## config.mk

```make
export PLATFORM = sky130hd
export DESIGN_NAME = rdat_front
export DESIGN_NICKNAME = d
export VERILOG_FILES = /design/src/hdl/rdat_pkg.sv /design/src/hdl/rdat_front.sv
export SDC_FILE = /design/constraint.sdc
export NUM_CORES = 1
export LEC_CHECK = 0
export ABC_AREA = 1
export BUFFER_PORTS_ARGS = -buffer_cell sky130_fd_sc_hd__buf_2
export CAP_MARGIN = 10
export CORE_ASPECT_RATIO = 0.75
export CORE_MARGIN = 2
export CORE_UTILIZATION = 40
export CTS_CLUSTER_DIAMETER = 50
export CTS_CLUSTER_SIZE = 16
export DETAILED_ROUTE_END_ITERATION = 6
export SLEW_MARGIN = 25
export SYNTH_ARGS = -nofsm -noshare
export SYNTH_HDL_FRONTEND = slang
export SYNTH_SLANG_ARGS = --single-unit
```

## constraint.sdc

```tcl
create_clock -name clock -period 10.4 [get_ports clock]
set_input_delay 0.52 -clock clock [delete_from_list [all_inputs] [get_ports clock]]
set_output_delay 0.52 -clock clock [all_outputs]
set_load 0.01 [all_outputs]
```

## src/hdl/rdat_pkg.sv

```systemverilog
`timescale 1ns / 1ps
`default_nettype none
package rdat_pkg;

   typedef enum logic [1:0] {
      FUNC_RECEIVE = 2'd0,
      FUNC_SEND    = 2'd1,
      FUNC_TICK    = 2'd2,
      FUNC_OTHER   = 2'd3
   } func_type;

   typedef enum logic [2:0] {
      ACT_TX_NEW  = 3'd0,
      ACT_TX_ACK  = 3'd1,
      ACT_RETX    = 3'd2,
      ACT_DELIVER = 3'd3,
      ACT_STATUS  = 3'd4
   } action_type;

   // Classified operations handed from the front end to the back end.
   typedef enum logic [2:0] {
      OP_RX_ACK  = 3'd0,
      OP_RX_DATA = 3'd1,
      OP_TX_ACK  = 3'd2,
      OP_TX_DATA = 3'd3,
      OP_TICK    = 3'd4,
      OP_STATUS  = 3'd5
   } op_type;

   typedef enum logic [2:0] {
      ST_IDLE,
      ST_SEEN_SCAN,
      ST_SEEN_WAIT,
      ST_SLOT_SCAN,
      ST_EMIT,
      ST_DELIVER,
      ST_DONE
   } state_type;

   typedef struct packed {
      op_type      op;
      logic [31:0] seq;
      logic [12:0] len;
      logic [31:0] now;
      logic        tmo;
   } cmd_type;

   localparam logic [15:0] REDELIVER_RESET  = 16'd1000;
   localparam logic [15:0] CONNECTION_RESET = 16'd15000;
   localparam logic        CSR_REDELIVER    = 1'b0;
   localparam logic        CSR_CONNECTION   = 1'b1;

endpackage
`default_nettype wire

```

## src/hdl/rdat_front.sv

```systemverilog
`timescale 1ns / 1ps
`default_nettype none
module rdat_front #(
   parameter int MAX_PAYLOAD = 4096
) (
   input  wire logic                  clock,
   input  wire logic                  reset,
   input  wire logic                  req_valid,
   output logic                       req_ready,
   input  wire logic [1:0]            req_func,
   input  wire logic                  req_is_ack,
   input  wire logic [31:0]           req_seq_in,
   input  wire logic [12:0]           req_payload_length,
   input  wire logic [31:0]           req_now_ms,
   input  wire logic [15:0]           conn_timeout,
   output logic                       cmd_valid,
   input  wire logic                  cmd_ready,
   output rdat_pkg::cmd_type          cmd
);
   import rdat_pkg::*;

   localparam logic [12:0] MaxLen = 13'(MAX_PAYLOAD);

   // Two-entry queue toward the back end.
   cmd_type     q_ff [2];
   cmd_type     q_in [2];
   logic [1:0]  cnt_ff, cnt_in;
   logic [31:0] last_rx_ff, last_rx_in;
   cmd_type     c;
   logic [31:0] lr;
   logic        take, pop;

   assign req_ready = (cnt_ff != 2'd2);
   assign take      = req_valid && req_ready;
   assign cmd_valid = (cnt_ff != 2'd0);
   assign cmd       = q_ff[0];
   assign pop       = cmd_valid && cmd_ready;

   always_comb begin
      lr = (func_type'(req_func) == FUNC_RECEIVE) ? req_now_ms : last_rx_ff;
      c.seq = req_seq_in;
      c.len = (req_payload_length > MaxLen) ? MaxLen : req_payload_length;
      c.now = req_now_ms;
      c.tmo = ((req_now_ms - lr) > {16'd0, conn_timeout});
      unique case (func_type'(req_func))
         FUNC_RECEIVE: c.op = req_is_ack ? OP_RX_ACK : OP_RX_DATA;
         FUNC_SEND:    c.op = req_is_ack ? OP_TX_ACK : OP_TX_DATA;
         FUNC_TICK:    c.op = OP_TICK;
         default:      c.op = OP_STATUS;
      endcase
      last_rx_in = take ? lr : last_rx_ff;
      q_in[0] = q_ff[0];
      q_in[1] = q_ff[1];
      cnt_in  = cnt_ff;
      if (pop) begin
         q_in[0] = q_ff[1];
         cnt_in  = cnt_ff - 2'd1;
      end
      if (take) begin
         q_in[cnt_in[0]] = c;
         cnt_in = cnt_in + 2'd1;
      end
   end

   always_ff @(posedge clock) begin
      q_ff[0] <= q_in[0];
      q_ff[1] <= q_in[1];
      if (reset) begin
         cnt_ff     <= 2'd0;
         last_rx_ff <= 32'd0;
      end else begin
         cnt_ff     <= cnt_in;
         last_rx_ff <= last_rx_in;
      end
   end
endmodule
`default_nettype wire

```

### Word-level counts from Yosys, hierarchy flattened

Memory sizes are Yosys's and may differ from the RTL's.
Index checks and enable logic that the tools add are counted.

* bits of input ports: 100
* logic and storage cells: 31
* register bits: 34
* memories kept: 1
* RAM bits: 162

* $add $sub $neg: 3
* order comparisons: 4
* bitwise gates (word level): 1
* mux-type cells: 12
* equality and inequality tests: 3
* reduce and logical (&&, ||, !) cells: 5

Memory list
* q_ff: depth 2, bits a word 81, rd ports 2, clocked after Yosys merged registers in 0, write ports 2, RTL line rdat_front.sv:25 `cmd_type q_ff [2];`

Operators with widths (number)
* bitwise mux 162 bit: 1
* two-way mux 162 bit: 1
* two-way mux 81 bit: 2
* demux 81 bit (select 1 bit): 1
* greater-than comparator 32 x 16 -> 1 bit: 1
* two-way mux 32 bit: 1
* subtractor 32 bit: 1
* greater-than comparator 13 bit (second input constant): 1
* two-way mux 13 bit: 1
* one-hot mux 3 bit (3 select lines): 1
* two-way mux 2 bit: 2
* logical AND 1 bit: 3
* adder 2 x 1 -> 2 bit (second input constant): 1
* equality test 2 x 1 -> 1 bit (second input constant): 1
* equality test 2 bit (second input constant): 1
* greater-or-equal comparator 2 bit (second input constant): 1
* zero test 2 bit: 1
* < comparator 2 x 1 -> 1 bit (second input constant): 1
* two-way mux 1 bit: 2
* != test 2 bit (second input constant): 1
* inverter 1 -> 2 bit: 1
* nonzero test 2 bit: 1
* subtractor 2 x 1 -> 2 bit (second input constant): 1

### Longest topological paths before layout

Gate-level depths: netlist of run 1.

* word-level depth: 10
* mapped depth: 30
* mapped depth without buffers: 28

### Worst setup path after synthesis of run 1

No wires, ideal clock.

* path kind: input to register
* start: input port req_func[1]
* end: register with a tool-made name
* setup time: 0.255 ns
* stages: 26
* data arrival time: 3.684 ns
* required time: 10.145 ns
* path slack: 6.461 ns
* cell sequence: nor2_2 > buf_2 > clkbuf_1 > nand2_1 > o21ai_0 > inv_1 > ha_1 > inv_1 > nor2_2 > inv_2 > nor2_1 > a21oi_1 > nand2_1 > xor2_1 > ha_1 > nand4_1 > nor2_1 > nand4_1 > o21ai_0 > nand2_1 > nor2_1 > nand2_1 > nor2_1 > nand2_1 > nor2_2 > nand2_1

RTL lines
* start, declared: RTL line rdat_front.sv:10 `input wire logic [1:0] req_func,`

==> reports/results.tsv, run 1 <==
stage	metric	value	unit
status	status	completed	
synthesis	ys_types	43	
global_routing	overflow	0	
cts	postCtsResizedCells	0	
die	dieArea	29000	um2
timing	final-setup-viol-count	0	
cts	cts.clk_slew.worst_paths	70	ps
setup_path	cp-end-kind	flop	
synthesis	synthAdderAreaFrac	4.53	%
cts	clockRootBuffer	clkbuf_16	
synthesis	synth_compound_area_share	11.7	%
timing	skew	14.4	ps
timing	drv_slew	0	
timing	fin_tns_setup	0	ps
cts	cts.path.max_buffers	2	
power	p_leak	5.77	nW
global_routing	grt_pass1_wl	45900	um
routing	drtAntennaViolNets	0	
placed_design	postPlaceCellArea	11600	um2
cells_and_area	finalNetCount	1614	
setup_path	crit_buf_inv	5	
routing	vias	9205	
timing	layout_setup_ws	6260	ps
power	power.total	3.26	mW
power	comb_power_share	42.9	%
routing	drt-initial-drc-count	703	
timing	maxSlewHeadroom	42.9	%
timing	hold_ws	275	ps
synthesis	synth_seq_cells	196	
global_routing	grtUsageTotal	20.0	%
die	io_pins	183	
routing	routed_wl	28900	um
synthesis	synthSimpleGateAreaFrac	23.5	%
power	seqPwrFrac	37.3	%
setup_path	start_kind	input port	
placed_design	place_ws	5930	ps
timing	rsz0062_at_grt	false	
cts	cts.hold.buffers_added	0	
cts	clkSinkCount	196	
cts	cts_made_buffers	17	
timing	fin_crit	4140	ps
power	p_sw_share	41.0	%
synthesis	synth_xor_area_share	1.27	%
synthesis	syn_inst	1405	
power	p_clk_share	19.7	%
setup_path	cpMostUsedCell	nand2_1	
cts	cts_tree	yes	
placed_design	gp_congestion	0.953	
power	ir_drop	0.130	mV
hold_path	min_path_type	in -> reg	
setup_path	crit_family	simple AND/OR/NAND/NOR gates	
routing	drt-wirelength-per-cell	15.7	um
cts	clk_latency	440	ps
cts	htreeDepth	4	
setup_path	cp.required	10590	ps
die	die_w	196	um
synthesis	synthesis.nets	1545	
global_routing	grt_pass1_vias	8466	
placed_design	dp_hpwl	20900	um
routing	drcViolationCount	0	
placed_design	port_buffers	182	
synthesis	syn_area	11000	um2
cts	postCtsSetupBuffers	0	
timing	worst_slew_pin_slew	857	ps
setup_path	critPathMaxStageDelay	500	ps
cells_and_area	areaGrowthSynthToFinish	10.6	%
setup_path	reg2reg_slack	6800	ps
cells_and_area	final_area	12200	um2
die	core	27100	um2
hold_path	whs_path_depth	1	
timing	fin_crit_sh	39.8	%
synthesis	synth-seq-area-share	42.9	%
global_routing	antenna_found_initial	3	
routing	viasPerCell	5.01	
hold_path	worstHoldStart	req_seq_in[14]	
cells_and_area	drive_gt1_share	18.5	%
setup_path	critical_path_peak_fanout	55	
timing	fmax	242	MHz
synthesis	syn_area_per_cell	7.86	um2
synthesis	muxShareOfSynthArea	2.63	%
die	rows	52	
die	initial_utilization	40.8	%
synthesis	synth_top_family_by_area	simple AND/OR/NAND/NOR gates	
setup_path	worstPathArrival	4320	ps
timing	hold_viol	0	
synthesis	async_flop_share	0	%
synthesis	synthFlopType	dfxtp_1	
power	intPower	1.92	mW
power	p_switching	1.34	mW
routing	dr.pass1.iters	5	
synthesis	synth_enable_flop_cells	81	
setup_path	ff2ff_path_depth	23	
setup_path	slowest_stage	buf_4	
synthesis	yosys_warnings	0	
flow_run	cap_violations	0	
global_routing	grt_max_degree	106	
setup_path	path_class	in -> reg	
power	p_per_area	267	nW/um2
setup_path	r2r_start	last_rx_ff[12]	
die	die_h	148	um
kinds of logic (layout without fill, tap and decap cells):
family / Yosys count / after routing
and+or+nand+nor: 589 / 589
AOI/OAI and AO/OA: 225 / 225
other: 0 / 1
buffers and inverters: 310 / 392
muxes: 29 / 29
xor gates and xnor gates: 16 / 16
DFF: 196 / 196
adders and majority gates: 40 / 40
cell usage in the layout, fill, tap and decap left out, types with 7 or more instances in the layout:
cell type | Yosys | layout
clkbuf_16 | 0 | 18
xor2_1 | 7 | 7
xnor2_1 | 9 | 9
nor2_1 | 137 | 137
ha_1 | 40 | 39
inv_2 | 7 | 7
buf_2 | 2 | 182
nand2_2 | 13 | 14
nor3_1 | 16 | 16
a21oi_1 | 54 | 54
edfxtp_1 | 81 | 81
o21ai_0 | 65 | 65
o211ai_1 | 17 | 17
o21ai_1 | 7 | 7
nor2_2 | 8 | 7
mux2i_1 | 29 | 29
dfxtp_1 | 115 | 115
nand3_2 | 16 | 16
a31oi_1 | 71 | 71
nand2_1 | 279 | 277
nand3_1 | 101 | 101
inv_1 | 162 | 161
per-stage QoR:
step / utilization [%] / cells
4_1_cts: 45.0 / 1837
6_report: 45.1 / 1839
2_1_floorplan: - / 1405
5_1_grt: 45.1 / 1838
3_5_place_dp: 42.9 / 1805
3_3_place_gp: 42.9 / 1805
cell usage after synthesis (3+ instances only):
library cell,instances,share of area (%)
nand4_1,6,0.34
mux2i_1,29,2.6
xor2_1,7,0.56
xnor2_1,9,0.71
buf_1,4,0.14
clkbuf_1,51,1.7
nor2_2,8,0.45
o211ai_1,17,1.2
nand2_1,279,9.5
nor2_1,137,4.7
nand3_2,16,1.5
buf_4,81,5.5
o21ai_1,7,0.32
a31oi_1,71,4.0
nor4_1,3,0.17
inv_2,7,0.24
edfxtp_1,81,22
nand3_1,101,4.6
inv_1,162,5.5
nor3_1,16,0.73
nand2_2,13,0.74
a21oi_1,54,2.4
dfxtp_1,115,21
o21ai_0,65,2.9
nand3b_1,5,0.34
ha_1,40,4.5
cell type report:
| class | count | area [um2] |
|---|---|---|
| antenna | 1 | 2.50 |
| clock inverter | 14 | 120 |
| fill | 2725 | 14900 |
| inverter | 170 | 641 |
| tap | 351 | 439 |
| multi-input combinational | 899 | 4840 |
| clock buffer | 18 | 450 |
| sequential | 196 | 4730 |
| timing repair buffer | 190 | 987 |
per-layer routing:
layer	global-route usage, %	up-vias	wire length [um]
met2	29.5	247	12200
met4	4.58	4	344
li1	-	4717	-
met5	0	-	26
met1	30.2	4209	14700
met3	3.65	28	1640
how the worst max path moves through the flow:
stage,start,to,slack (ps),cells after the start
after floorplan,req_func[1],flop,6460,26
after global placement,req_func[1],flop,6110,27
after detailed placement,req_func[1],flop,5930,26
after CTS,req_func[1],flop,6360,26
after global routing,req_func[1],flop,5840,26
final,req_func[1],flop,6260,26
power by group through the flow:
stage / sequential, mW / clock [mW] / combinational [mW]
after floorplan: 1.21 / 0 / 1.16
after global placement: 1.23 / 0 / 1.38
after detailed placement: 1.23 / 0 / 1.40
after CTS: 1.22 / 0.660 / 1.41
after global routing: 1.25 / 0.693 / 1.58
final: 1.22 / 0.644 / 1.40
(Power assumes the default switching activity.)
==> run 2, diff against run 1 <==
==> constraint.sdc (replaced) <==
create_clock -name clock -period 3.5 [get_ports clock]
set_input_delay 0.175 -clock clock [delete_from_list [all_inputs] [get_ports clock]]
set_output_delay 0.175 -clock clock [all_outputs]
set_load 0.01 [all_outputs]
==> run 2 against run 1 <==
Final cell count up 6.3%. Non-clock buffer count rose by 115. Worst hold slack got worse by 260 ps. Largest power group unchanged. Via count increased by 4.8%. Core utilization grew 4.3 points.
==> reports/results.tsv, run 2 (same netlist as run 1, synthesis figures left out) <==
stage	metric	value	unit	change
cells_and_area	fillers	2661		was 2725
die	io_pins	183		unchanged
hold_path	min_path_type	in -> reg		unchanged
routing	drtAntennaViolNets	0		unchanged
cts	cts.path.max_buffers	2		unchanged
cts	cts_made_buffers	17		unchanged
routing	viasPerCell	4.94		was 5.01
setup_path	cp-end-kind	flop		unchanged
power	p_leak	6.32	nW	was 5.77 nW
timing	fin_crit	3300	ps	
die	core	27100	um2	unchanged
die	die_w	196	um	unchanged
setup_path	path_class	reg -> reg		was in -> reg
setup_path	reg2reg_slack	200	ps	was 6800 ps
routing	routed_wl	30400	um	was 28900 um
global_routing	grt_pass1_vias	8942		was 8466
timing	skew	15.2	ps	was 14.4 ps
routing	vias	9651		was 9205
routing	drt-wirelength-per-cell	15.5	um	was 15.7 um
routing	dr.pass1.iters	5		unchanged
cells_and_area	ff_latch_area	4740	um2	was 4730 um2
setup_path	startpoint	last_rx_ff[13]		was req_func[1]
timing	fmax	303	MHz	
timing	drv_slew	0		unchanged
timing	maxSlewHeadroom	43.5	%	was 42.9%
routing	drt-initial-drc-count	549		was 703
cells_and_area	areaGrowthSynthToFinish	21.2	%	was 10.6%
timing	fin_tns_setup	0	ps	unchanged
timing	layout_setup_ws	199	ps	was 6260 ps
cts	htreeDepth	4		unchanged
power	ir_drop	0.385	mV	was 0.130 mV
timing	hold_viol	0		unchanged
cts	clkSinkCount	196		unchanged
cts	cts_tree	yes		unchanged
setup_path	worstPathArrival	3500	ps	was 4320 ps
timing	rsz0062_at_grt	true		was false
global_routing	grtUsageTotal	20.8	%	was 20.0%
cells_and_area	layout_common_cells	nand2_1 (268), buf_2 (181), inv_1 (156), nor2_1 (133), dfxtp_1 (113)		was nand2_1 (277), buf_2 (182), inv_1 (161), nor2_1 (137), dfxtp_1 (115)
placed_design	place_ws	-275	ps	was 5930 ps
timing	fin_crit_sh	94.3	%	
setup_path	ff2ff_path_depth	19		was 23
setup_path	start_kind	flop		was input port
placed_design	postPlaceCellArea	12000	um2	was 11600 um2
global_routing	overflow	0		unchanged
timing	final-setup-viol-count	0		unchanged
power	power.total	10.1	mW	was 3.26 mW
setup_path	cp.required	3700	ps	was 10590 ps
setup_path	r2r_start	last_rx_ff[13]		was last_rx_ff[12]
cells_and_area	final_area	13400	um2	was 12200 um2
die	rows	52		unchanged
die	dieArea	29000	um2	unchanged
timing	worst_slew_pin_slew	848	ps	was 857 ps
routing	drcViolationCount	0		unchanged
setup_path	critical_path_peak_fanout	4		was 55
power	p_per_area	755	nW/um2	was 267 nW/um2
cts	clk_latency	440	ps	about the same
global_routing	grt_max_degree	84		was 106
global_routing	antenna_found_initial	1		was 3
status	status	completed		unchanged
cts	clockRootBuffer	clkbuf_16		unchanged
placed_design	gp_congestion	0.899		was 0.953
die	initial_utilization	40.8	%	unchanged
die	die_h	148	um	unchanged
placed_design	dp_hpwl	21900	um	was 20900 um
flow_run	cap_violations	0		unchanged
cells_and_area	drive_gt1_share	23.1	%	was 18.5%
placed_design	port_buffers	182		unchanged
cells_and_area	finalNetCount	1729		was 1614
cells_and_area	multiInputGateArea	4950	um2	was 4840 um2
global_routing	grt_pass1_wl	47600	um	was 45900 um
cells_and_area	layout_commonest_cell	nand2_1		unchanged
cts	cts.clk_slew.worst_paths	80	ps	was 70 ps
-- run 2: changes by cell type in the layout (fill, tap and decap cells not counted), moves of 5 or more --
cell | before | now
buf_4 | 6 | 64
dlygate4sd3_1 | 0 | 54
inv_1 | 161 | 156
inv_2 | 7 | 12
inv_6 | 0 | 5
nand2_1 | 277 | 268
nand2_2 | 14 | 23
o21ai_0 | 65 | 60
-- run 2: worst min-delay path by stage --
stage / from / to / slack [ps] / cells after the start
CTS: req_now_ms[28] / flop / 2 / 1
floorplan: req_seq_in[24] / flop / 270 / 0
finish: req_now_ms[16] / flop / 20 / 1
global placement: req_seq_in[9] / flop / 370 / 1
global route: req_now_ms[28] / flop / 10 / 1
detailed placement: req_seq_in[1] / flop / 370 / 1
-- run 2: routing by layer --
layer  routed length, um  global-route usage [%]
met5                   0                       0
met2               13000                    31.5
met3                1450                    3.29
met1               15700                    31.4
met4                 227                    3.79
-- run 2: repair_timing --
item                                    in CTS  in global routing
endpoints found under the setup margin       2                  2
endpoints found under the hold margin       66                  0
resized for setup                            1                 44
hold buffers                                55                  0
buffers inserted                             0                  6
pin swaps                                    0                 31
-- run 2: final cells by class --
class	instances	share of cell area [%]
antenna	2	0.0374
clock buffer	17	3.18
clock inverter	15	1.22
inverter	170	4.79
multi-input combinational	899	37.0
sequential	196	35.4
tap	351	3.28
timing repair buffer	305	15.1
-- run 2: where the power goes --
part | internal [mW] | switching (mW) | leakage [nW] | total, mW
Clock | 0.959 | 0.994 | 0.287 | 1.95
Sequential | 3.28 | 0.336 | 1.71 | 3.61
Combinational | 1.72 | 2.82 | 4.32 | 4.54
Total | 5.96 | 4.15 | 6.32 | 10.1
-- run 2: critical path, stage by stage, from the launching register on --
cell	delay (ps)
dfxtp_2	330
mux2i_2	180
ha_1	330
a21oi_2	240
nand2_2	90
a21oi_2	120
nand2_2	70
xor2_1	160
ha_1	310
nand4_1	140
nor2_2	130
nand4_1	130
o21ai_2	180
nand2_1	80
nor2_2	100
nand2_1	60
nor2_1	100
nand2_1	80
nor2_2	150
nand2_1	60
-- run 2: stage by stage --
stage / utilization (%) / hold slack [ps] / std cells
after floorplan: - / 274 / 1405
after CTS: 48.7 / 2.19 / 1947
after global placement: 44.5 / 369 / 1860
final: 49.4 / 19.5 / 1955
after detailed placement: 44.5 / 369 / 1860
after global routing: 49.4 / 9.77 / 1954
